File: config.mk
export PLATFORM = sky130hd
export DESIGN_NAME = peak_count_spacing_stddev
export DESIGN_NICKNAME = d
export VERILOG_FILES = /design/src/rtl/pcs_pkg.sv /design/src/rtl/pcs_front.sv /design/src/rtl/pcs_fifo.sv /design/src/rtl/pcs_back.sv /design/src/rtl/peak_count_spacing_stddev.sv
export SDC_FILE = /design/constraint.sdc
export NUM_CORES = 2
export LEC_CHECK = 0
export BUFFER_PORTS_ARGS = -buffer_cell sky130_fd_sc_hd__buf_2
export CAP_MARGIN = 20
export CORE_MARGIN = 4
export CORE_UTILIZATION = 59
export CTS_BUF_LIST = sky130_fd_sc_hd__clkbuf_4 sky130_fd_sc_hd__clkbuf_8 sky130_fd_sc_hd__clkbuf_16
export CTS_CLUSTER_DIAMETER = 100
export DETAILED_ROUTE_END_ITERATION = 8
export GPL_TIMING_DRIVEN = 0
export HOLD_SLACK_MARGIN = 0.15
export PLACE_DENSITY_LB_ADDON = 0.12
export SLEW_MARGIN = 20
export SYNTH_ARGS = -nofsm -noshare
export SYNTH_HDL_FRONTEND = slang
export SYNTH_SLANG_ARGS = --single-unit
File: constraint.sdc
create_clock -name clk -period 11.2 [get_ports clk]
set_clock_uncertainty 0.05 [all_clocks]
set_input_delay 2.24 -clock clk [delete_from_list [all_inputs] [get_ports clk]]
set_output_delay 2.24 -clock clk [all_outputs]
set_load 0.01 [all_outputs]
File: src/rtl/pcs_pkg.sv
// pcs_pkg: payload types and fixed field widths for the peak counter.
// Used by pcs_front, pcs_back, the top module and the checker; depends on nothing.
`default_nettype none

package pcs_pkg;

  localparam int PC_W   = 13;
  localparam int SD_W   = 20;
  localparam int FRAC_W = 16;
  localparam int BAND_W = 31;

  typedef struct packed {
    logic signed [31:0] sample;
    logic               last_sample;
  } pcs_in_t;

  typedef struct packed {
    logic [PC_W-1:0] peak_count;
    logic [SD_W-1:0] spacing_std_dev;
    logic            too_long;
  } pcs_out_t;

endpackage

`default_nettype wire

File: src/rtl/pcs_front.sv
// pcs_front: per-beat peak detection with dead band, spacing sums, length guard.
// Pushes one summary per sequence into the summary queue. Depends on pcs_pkg.
`default_nettype none

module pcs_front #(
  parameter int MAX_LEN = 4096,
  localparam int IW = $clog2(MAX_LEN + 1),
  localparam int PW = $clog2(MAX_LEN)
) (
  input  wire                               clk,
  input  wire                               rst,
  input  wire                               push,
  output logic                              full,
  input  pcs_pkg::pcs_in_t                  item,
  input  wire                               dead_band_wr,
  input  wire  [pcs_pkg::BAND_W-1:0]        dead_band,
  output logic                              q_push,
  input  wire                               q_full,
  output logic [IW-1:0]                     q_peaks,
  output logic [IW-1:0]                     q_ssum,
  output logic [2*IW-1:0]                   q_sqsum,
  output logic                              q_ovf
);
  import pcs_pkg::*;

  logic [BAND_W-1:0]  band;
  logic signed [31:0] prev;
  logic               rising;
  logic [IW-1:0]      idx;
  logic [PW-1:0]      lpk;
  logic               have_pk;
  logic [IW-1:0]      peaks;
  logic [IW-1:0]      ssum;
  logic [2*IW-1:0]    sqsum;
  logic               ovf;

  logic               acc;
  logic               last;
  logic               at_max;
  logic               in_range;
  logic signed [32:0] diff;
  logic signed [32:0] band_s;
  logic               start_pk;
  logic               rise_eff;
  logic               dir_next;
  logic               turn_pk;
  logic               end_pk;
  logic               any_pk;
  logic               add_gap;
  logic [PW-1:0]      pk_at;
  logic [PW-1:0]      gap;
  logic [2*PW-1:0]    gap_sq;

  logic               rising_next;
  logic               ovf_next;
  logic [IW-1:0]      peaks_next;
  logic [IW-1:0]      ssum_next;
  logic [2*IW-1:0]    sqsum_next;
  logic [PW-1:0]      lpk_next;
  logic               have_pk_next;
  logic [IW-1:0]      idx_next;

  assign full     = q_full;
  assign acc      = push && !full;
  assign last     = item.last_sample;
  assign at_max   = (idx == IW'(MAX_LEN));
  assign in_range = !ovf && !at_max && (idx != '0);

  always_comb begin
    diff     = {item.sample[31], item.sample} - {prev[31], prev};
    band_s   = signed'({2'b00, band});
    start_pk = in_range && (idx == IW'(1)) && (prev > item.sample);
    rise_eff = rising && !start_pk;
    dir_next = rise_eff;
    if (diff >= band_s) begin
      dir_next = 1'b1;
    end
    if (diff <= -band_s) begin
      dir_next = 1'b0;
    end
    turn_pk  = in_range && !last && rise_eff && !dir_next;
    end_pk   = in_range && last && (item.sample > prev);
    any_pk   = start_pk || turn_pk || end_pk;
    add_gap  = any_pk && have_pk;
    pk_at    = start_pk ? '0 : idx[PW-1:0];
    gap      = pk_at - lpk;
    gap_sq   = {{PW{1'b0}}, gap} * {{PW{1'b0}}, gap};

    rising_next = rising;
    if (in_range) begin
      if (last) begin
        rising_next = rise_eff;
      end else begin
        rising_next = dir_next;
      end
    end
    ovf_next     = ovf || at_max;
    peaks_next   = peaks + IW'(any_pk);
    ssum_next    = add_gap ? ssum + IW'(gap) : ssum;
    sqsum_next   = add_gap ? sqsum + (2*IW)'(gap_sq) : sqsum;
    lpk_next     = any_pk ? pk_at : lpk;
    have_pk_next = have_pk || any_pk;
    idx_next     = at_max ? idx : idx + IW'(1);
  end

  assign q_push  = acc && last;
  assign q_peaks = peaks_next;
  assign q_ssum  = ssum_next;
  assign q_sqsum = sqsum_next;
  assign q_ovf   = ovf_next;

  always_ff @(posedge clk) begin
    if (rst) begin
      band <= BAND_W'(7);
    end else if (dead_band_wr) begin
      band <= dead_band;
    end
  end

  always_ff @(posedge clk) begin
    if (rst) begin
      prev    <= '0;
      rising  <= 1'b1;
      idx     <= '0;
      lpk     <= '0;
      have_pk <= 1'b0;
      peaks   <= '0;
      ssum    <= '0;
      sqsum   <= '0;
      ovf     <= 1'b0;
    end else if (acc) begin
      if (last) begin
        prev    <= '0;
        rising  <= 1'b1;
        idx     <= '0;
        lpk     <= '0;
        have_pk <= 1'b0;
        peaks   <= '0;
        ssum    <= '0;
        sqsum   <= '0;
        ovf     <= 1'b0;
      end else begin
        prev    <= item.sample;
        rising  <= rising_next;
        idx     <= idx_next;
        lpk     <= lpk_next;
        have_pk <= have_pk_next;
        peaks   <= peaks_next;
        ssum    <= ssum_next;
        sqsum   <= sqsum_next;
        ovf     <= ovf_next;
      end
    end
  end

endmodule

`default_nettype wire

File: src/rtl/pcs_fifo.sv
// pcs_fifo: two-entry queue for per-sequence summaries between front and back.
// Generic width; no package dependency.
`default_nettype none

module pcs_fifo #(
  parameter int W = 53
) (
  input  wire          clk,
  input  wire          rst,
  input  wire          wr,
  input  wire  [W-1:0] wdata,
  output logic         q_full,
  input  wire          rd,
  output logic [W-1:0] rdata,
  output logic         q_empty
);

  logic [W-1:0] mem [2];
  logic         wp;
  logic         rp;
  logic [1:0]   cnt;
  logic         do_wr;
  logic         do_rd;

  assign q_full  = (cnt == 2'd2);
  assign q_empty = (cnt == 2'd0);
  assign do_wr   = wr && !q_full;
  assign do_rd   = rd && !q_empty;
  assign rdata   = mem[rp];

  always_ff @(posedge clk) begin
    if (do_wr) begin
      mem[wp] <= wdata;
    end
  end

  always_ff @(posedge clk) begin
    if (rst) begin
      wp  <= 1'b0;
      rp  <= 1'b0;
      cnt <= 2'd0;
    end else begin
      if (do_wr) begin
        wp <= !wp;
      end
      if (do_rd) begin
        rp <= !rp;
      end
      cnt <= cnt + 2'(do_wr) - 2'(do_rd);
    end
  end

endmodule

`default_nettype wire

File: src/rtl/pcs_back.sv
// pcs_back: per-sequence spread: multiplies, bit-serial divide, digit-serial root.
// Holds one finished result for the output side. Depends on pcs_pkg.
`default_nettype none

module pcs_back #(
  parameter int MAX_LEN = 4096,
  localparam int IW = $clog2(MAX_LEN + 1)
) (
  input  wire                clk,
  input  wire                rst,
  input  wire                q_empty,
  output logic               q_pop,
  input  wire  [IW-1:0]      q_peaks,
  input  wire  [IW-1:0]      q_ssum,
  input  wire  [2*IW-1:0]    q_sqsum,
  input  wire                q_ovf,
  output logic               empty,
  input  wire                pop,
  output pcs_pkg::pcs_out_t  result
);
  import pcs_pkg::*;

  localparam int DW  = 3*IW + FRAC_W;
  localparam int VW  = 2*IW + FRAC_W;
  localparam int RTW = VW / 2;
  localparam int CW  = $clog2(DW);

  typedef enum logic [5:0] {
    ST_IDLE = 6'b000001,
    ST_MUL  = 6'b000010,
    ST_SUB  = 6'b000100,
    ST_DIV  = 6'b001000,
    ST_SQRT = 6'b010000,
    ST_DONE = 6'b100000
  } state_t;

  state_t          state;
  logic [IW-1:0]   pk;
  logic [IW-1:0]   s_sum;
  logic [2*IW-1:0] sq_sum;
  logic            ovf;
  logic [3*IW-1:0] num;
  logic [2*IW-1:0] ss2;
  logic [2*IW-1:0] den;
  logic            few;
  logic [DW-1:0]   dq;
  logic [2*IW-1:0] drem;
  logic [VW-1:0]   sx;
  logic [RTW+1:0]  srem;
  logic [RTW-1:0]  root;
  logic [CW-1:0]   cnt;
  logic            res_valid;
  pcs_out_t        res;

  logic [IW-1:0]     n;
  logic [3*IW-1:0]   ss2_ext;
  logic [3*IW-1:0]   var_num;
  logic [2*IW:0]     dt;
  logic [2*IW:0]     dsub;
  logic              dge;
  logic [2*IW-1:0]   drem_next;
  logic [DW-1:0]     dq_next;
  logic [RTW+3:0]    st;
  logic [RTW+3:0]    trial;
  logic [RTW+3:0]    ssub;
  logic              sge;
  logic [RTW+1:0]    srem_next;
  logic [RTW-1:0]    root_next;
  logic [IW+PC_W-1:0] pc_ext;
  logic [RTW+SD_W-1:0] sd_ext;
  logic [PC_W-1:0]   pc_sat;
  logic [SD_W-1:0]   sd_sat;
  logic              load;

  always_comb begin
    n         = pk - IW'(1);
    ss2_ext   = {{IW{1'b0}}, ss2};
    var_num   = num - ss2_ext;
    dt        = {drem, dq[DW-1]};
    dsub      = dt - {1'b0, den};
    dge       = (dt >= {1'b0, den});
    drem_next = dge ? dsub[2*IW-1:0] : dt[2*IW-1:0];
    dq_next   = {dq[DW-2:0], dge};
    st        = {srem, sx[VW-1:VW-2]};
    trial     = {2'b00, root, 2'b01};
    ssub      = st - trial;
    sge       = (st >= trial);
    srem_next = sge ? ssub[RTW+1:0] : st[RTW+1:0];
    root_next = {root[RTW-2:0], sge};
    pc_ext    = {{PC_W{1'b0}}, pk};
    pc_sat    = (|pc_ext[IW+PC_W-1:PC_W]) ? '1 : pc_ext[PC_W-1:0];
    sd_ext    = {{SD_W{1'b0}}, root};
    sd_sat    = (|sd_ext[RTW+SD_W-1:SD_W]) ? '1 : sd_ext[SD_W-1:0];
  end

  assign q_pop  = (state == ST_IDLE) && !q_empty;
  assign load   = (state == ST_DONE) && (!res_valid || pop);
  assign empty  = !res_valid;
  assign result = res;

  always_ff @(posedge clk) begin
    if (rst) begin
      state <= ST_IDLE;
      cnt   <= '0;
    end else begin
      unique case (state)
        ST_IDLE: begin
          if (!q_empty) begin
            state <= ST_MUL;
          end
        end
        ST_MUL: begin
          state <= ST_SUB;
        end
        ST_SUB: begin
          cnt <= '0;
          if (few || (num < ss2_ext)) begin
            state <= ST_DONE;
          end else begin
            state <= ST_DIV;
          end
        end
        ST_DIV: begin
          if (cnt == CW'(DW - 1)) begin
            cnt   <= '0;
            state <= ST_SQRT;
          end else begin
            cnt <= cnt + CW'(1);
          end
        end
        ST_SQRT: begin
          if (cnt == CW'(RTW - 1)) begin
            state <= ST_DONE;
          end else begin
            cnt <= cnt + CW'(1);
          end
        end
        ST_DONE: begin
          if (load) begin
            state <= ST_IDLE;
          end
        end
        default: begin
          state <= ST_IDLE;
        end
      endcase
    end
  end

  always_ff @(posedge clk) begin
    unique case (state)
      ST_IDLE: begin
        pk     <= q_peaks;
        s_sum  <= q_ssum;
        sq_sum <= q_sqsum;
        ovf    <= q_ovf;
      end
      ST_MUL: begin
        num <= {{(2*IW){1'b0}}, n} * {{IW{1'b0}}, sq_sum};
        ss2 <= {{IW{1'b0}}, s_sum} * {{IW{1'b0}}, s_sum};
        den <= {{IW{1'b0}}, n} * {{IW{1'b0}}, n};
        few <= (pk < IW'(3));
      end
      ST_SUB: begin
        dq   <= {var_num, {FRAC_W{1'b0}}};
        drem <= '0;
        root <= '0;
      end
      ST_DIV: begin
        dq   <= dq_next;
        drem <= drem_next;
        if (cnt == CW'(DW - 1)) begin
          sx   <= dq_next[VW-1:0];
          srem <= '0;
          root <= '0;
        end
      end
      ST_SQRT: begin
        sx   <= {sx[VW-3:0], 2'b00};
        srem <= srem_next;
        root <= root_next;
      end
      ST_DONE: begin
        if (load) begin
          res.peak_count      <= pc_sat;
          res.spacing_std_dev <= sd_sat;
          res.too_long        <= ovf;
        end
      end
      default: begin
      end
    endcase
  end

  always_ff @(posedge clk) begin
    if (rst) begin
      res_valid <= 1'b0;
    end else if (load) begin
      res_valid <= 1'b1;
    end else if (pop) begin
      res_valid <= 1'b0;
    end
  end

endmodule

`default_nettype wire

File: src/rtl/peak_count_spacing_stddev.sv
// peak_count_spacing_stddev: peak counter with dead band and spacing spread.
// Instantiates pcs_front, pcs_fifo and pcs_back; depends on pcs_pkg.
//
//   channel   handshake          beat
//   input     push / full        item: sample, last_sample
//   result    empty / pop        result: peak_count, spacing_std_dev, too_long
//   config    dead_band_wr       dead_band (31 bits, reset 7)
//
// The front takes one sample beat per cycle while full is low. Each last beat queues a summary
// (two entries deep); full rises while that queue is full, stalling input.
// The back takes one sequence at a time: 3*IW+16 divide steps and IW+8 root
// steps (IW = clog2(MAX_LEN+1)) after its multiply and subtract states, none
// with fewer than three peaks or a negative variance. One finished result waits
// in the output register while the next is worked on. rst clears control state.
`default_nettype none

module peak_count_spacing_stddev #(
  parameter int MAX_LEN = 4096
) (
  input  wire                        clk,
  input  wire                        rst,
  input  wire                        push,
  output logic                       full,
  input  pcs_pkg::pcs_in_t           item,
  output logic                       empty,
  input  wire                        pop,
  output pcs_pkg::pcs_out_t          result,
  input  wire                        dead_band_wr,
  input  wire  [pcs_pkg::BAND_W-1:0] dead_band
);
  import pcs_pkg::*;

  localparam int IW = $clog2(MAX_LEN + 1);
  localparam int QW = 4*IW + 1;

  logic            q_push;
  logic            q_full;
  logic            q_pop;
  logic            q_empty;
  logic [IW-1:0]   f_peaks;
  logic [IW-1:0]   f_ssum;
  logic [2*IW-1:0] f_sqsum;
  logic            f_ovf;
  logic [QW-1:0]   q_rdata;

  pcs_front #(.MAX_LEN(MAX_LEN)) u_front (
    .clk          (clk),
    .rst          (rst),
    .push         (push),
    .full         (full),
    .item         (item),
    .dead_band_wr (dead_band_wr),
    .dead_band    (dead_band),
    .q_push       (q_push),
    .q_full       (q_full),
    .q_peaks      (f_peaks),
    .q_ssum       (f_ssum),
    .q_sqsum      (f_sqsum),
    .q_ovf        (f_ovf)
  );

  pcs_fifo #(.W(QW)) u_fifo (
    .clk     (clk),
    .rst     (rst),
    .wr      (q_push),
    .wdata   ({f_ovf, f_sqsum, f_ssum, f_peaks}),
    .q_full  (q_full),
    .rd      (q_pop),
    .rdata   (q_rdata),
    .q_empty (q_empty)
  );

  pcs_back #(.MAX_LEN(MAX_LEN)) u_back (
    .clk     (clk),
    .rst     (rst),
    .q_empty (q_empty),
    .q_pop   (q_pop),
    .q_peaks (q_rdata[IW-1:0]),
    .q_ssum  (q_rdata[2*IW-1:IW]),
    .q_sqsum (q_rdata[4*IW-1:2*IW]),
    .q_ovf   (q_rdata[4*IW]),
    .empty   (empty),
    .pop     (pop),
    .result  (result)
  );

  a_queue_no_overrun: assert property (@(posedge clk) disable iff (rst)
    !(q_push && q_full))
    else $error("summary queue written while full");

  a_few_peaks_zero: assert property (@(posedge clk) disable iff (rst)
    (!empty && (result.peak_count < PC_W'(3))) |-> (result.spacing_std_dev == '0))
    else $error("nonzero spread with fewer than three peaks");

  a_count_bound: assert property (@(posedge clk) disable iff (rst)
    !empty |-> (32'(result.peak_count) <= 32'(MAX_LEN)))
    else $error("peak count above sequence length");

endmodule

`default_nettype wire

==> flow_summary.json <==
{
  "syn_to_final_growth_pct": 9.15,
  "ys_seq_area_share_pct": 29.9,
  "max_stage_delay_ps": 560,
  "via_per_inst": 5.61,
  "fin_hold_ws_ps": 406,
  "critPathMaxFanout": 7,
  "grt_overflow": 0,
  "die_y_um": 316,
  "final_nets": 7099,
  "multi_input_area_sq_mm": 0.0354,
  "drt_iter0_markers": 2795,
  "fmax_ghz": 0.0921,
  "path_clk_slew_ps": 60,
  "netlist_area_sq_mm": 0.0560,
  "worst_pin_slew_ps": 1070,
  "async_reset_ff_share_pct": 0,
  "fin_setup_tns_ps": 0,
  "avgRoutedWirePerCell_um": 18.5,
  "drc": 0,
  "detail-route-antenna-nets": 0,
  "cts_made_buffers": 68,
  "crit_arrival_ps": 11170,
  "drtPass1Iterations": 5,
  "synth_enable_flop_cells": 450,
  "die_w_um": 316,
  "synth_cell_types": 107,
  "path_common_cell": "fa_1",
  "synth-seq-cells": 610,
  "m1WireLength_mm": 58.2,
  "io_buffers": 101,
  "drv_slew": 0,
  "wl_mm": 135,
  "grt_pass1_wl_mm": 219,
  "synth_top_family_by_area": "adder cells",
  "yosys_warnings": 0,
  "maxCapViolCount": 0,
  "final_common_cell": "inv_1",
  "avgSynthCellArea_sq_um": 9.67,
  "hold_violations": 0,
  "finalCriticalPeriod_ps": 10860,
  "crit_type": "in2reg",
  "grt_pass1_vias": 41400,
  "drive_gt1_share_pct": 7.67,
  "synth_compound_area_share_pct": 9.91,
  "postCtsHoldBufs": 0,
  "core_sq_mm": 0.0937,
  "antenna_found_initial": 0,
  "yosys_most_used_dff": "edfxtp_1",
  "cp-start-kind": "primary input",
  "slew_headroom_pct": 28.4,
  "cts_buffer_depth": 3,
  "post-place-ws_ps": -1780,
  "worstPathRequired_ps": 11510,
  "fillers": 7568,
  "layout_common_cells": "inv_1, nand2_1, fa_1",
  "cp_slowest_cell": "fa_1",
  "tritoncts": "built",
  "min_period_over_period_pct": 97.0,
  "grt_max_degree": 56,
  "final_util_pct": 65.1,
  "routed.top_layer": "met4",
  "cts.sinks": 610,
  "hold_class": "reg2reg",
  "ff_latch_area_sq_mm": 0.0167,
  "status": "finished, final reports clean",
  "fin_ws_ps": 341,
  "synth-adder-area-share_pct": 30.9,
  "start_util_pct": 59.7,
  "track_usage_pct": 27.6,
  "synthCells": 5784,
  "synth.area.mux_share_pct": 2.71,
  "rows": 112,
  "clock_latency_ps": 630,
  "wl_met3_mm": 7.41,
  "clockRootBuffer": "clkbuf_16",
  "dp_hpwl_mm": 108,
  "wl_met2_mm": 64.6,
  "yosys.area_share.simple_pct": 14.7,
  "gp_congestion": 0.936,
  "floorplan.die_area_sq_mm": 0.0998,
  "io_pins": 105,
  "syn-num-nets": 6899,
  "cts-htree-levels": 3,
  "end_kind": "flip-flop",
  "synth_xor_area_share_pct": 4.43,
  "vias": 40900,
  "finalSetupViolCount": 0
}
==> kinds of logic (layout without fill, tap and decap cells) <==
kind of cell	Yosys count	count (layout)
AO/OA/AOI/OAI	856	856
XOR/XNOR	281	281
adder cells (fa/ha/maj)	1046	1046
buffers and inverters	1102	1354
flip-flops	610	610
multiplexers	138	138
other	0	1
AND/OR/NAND/NOR	1751	1752
==> sequential cells by signal, summed over array words and instances, names as in the netlist, 31 cells and up <==
name           cells
u_front.band      31
u_back.sx         42
u_back.dq         55
u_back.result     34
u_front.prev      32
u_back.num        39
u_fifo.mem       106
==> area by class of cell <==
class | count | share of cell area [%]
diodes | 1 | 0.00410
plain buffers | 208 | 1.35
clock buffers | 87 | 3.09
clock inverters | 36 | 0.586
inverters | 890 | 5.50
multi-input cells | 4073 | 58.0
flip-flops and latches | 610 | 27.4
well taps | 1254 | 2.57
repair buffers | 133 | 1.48
==> cell usage after synthesis (all sizes together), types with 56 or more instances <==
library cell	n	area share, %
a31oi	56	0.63
a21oi	261	2.3
a21o	90	1.2
nand2	645	4.3
edfxtp	450	24
o21ai	163	1.5
nor2b	59	0.66
mux2i	57	1.0
nand3	69	0.63
nor2	464	3.1
mux2	81	1.7
nor3	79	0.75
and2	171	1.9
inv	886	5.9
xnor2	181	2.9
fa	562	20
ha	484	11
clkbuf	175	1.2
dfxtp	160	5.7
xor2	100	1.6
==> worst paths after layout <==
path | startpoint | end | slack, ps | depth (start not counted)
worst max-delay path | item[2] | u_fifo.mem[0][51]$_DFFE_PP_ | 340 | 38
worst min-delay path | u_front.sqsum[21]$_SDFFE_PP0P_ | u_front.sqsum[21]$_SDFFE_PP0P_ | 410 | 2
worst max register to register | u_back.pc_sat[0]$_DFFE_PN_ | u_back.num[38]$_DFFE_PP_ | 1170 | 27
worst min register to register | u_front.sqsum[21]$_SDFFE_PP0P_ | u_front.sqsum[21]$_SDFFE_PP0P_ | 410 | 2
==> through the flow <==
| stage | area, sq um | std cells |
|---|---|---|
| floorplan | 56000 | 5784 |
| global placement | 58000 | 7139 |
| detailed placement | 58400 | 7157 |
| CTS | 60800 | 7281 |
| global route | 61100 | 7291 |
| finish | 61100 | 7292 |
==> metal layers <==
layer / track usage (%) / vias up
met3: 3.38 / 248
li1: - / 19600
met4: 9.10 / 0
met1: 37.1 / 20000
met2: 46.7 / 1148
met5: 0 / -
==> worst max-delay path, delay by kind of cell <==
family,cells,cell delay (ps)
simple gates,9,1450
fa+ha+maj,8,3610
compound gates,14,3170
xor+xnor,1,90
buf+inv,6,590
==> timing repair <==
item / 4_1_cts / 5_1_grt
resized for setup: 30 / 40
buffers inserted: 5 / 9
pin swaps: 6 / 16
setup endpoints to repair: 21 / 20
gates cloned: 0 / 1
Power is left out: the tool's default activity adds up to more than one toggle a clock period on the data nets, which glitch-free logic cannot reach.
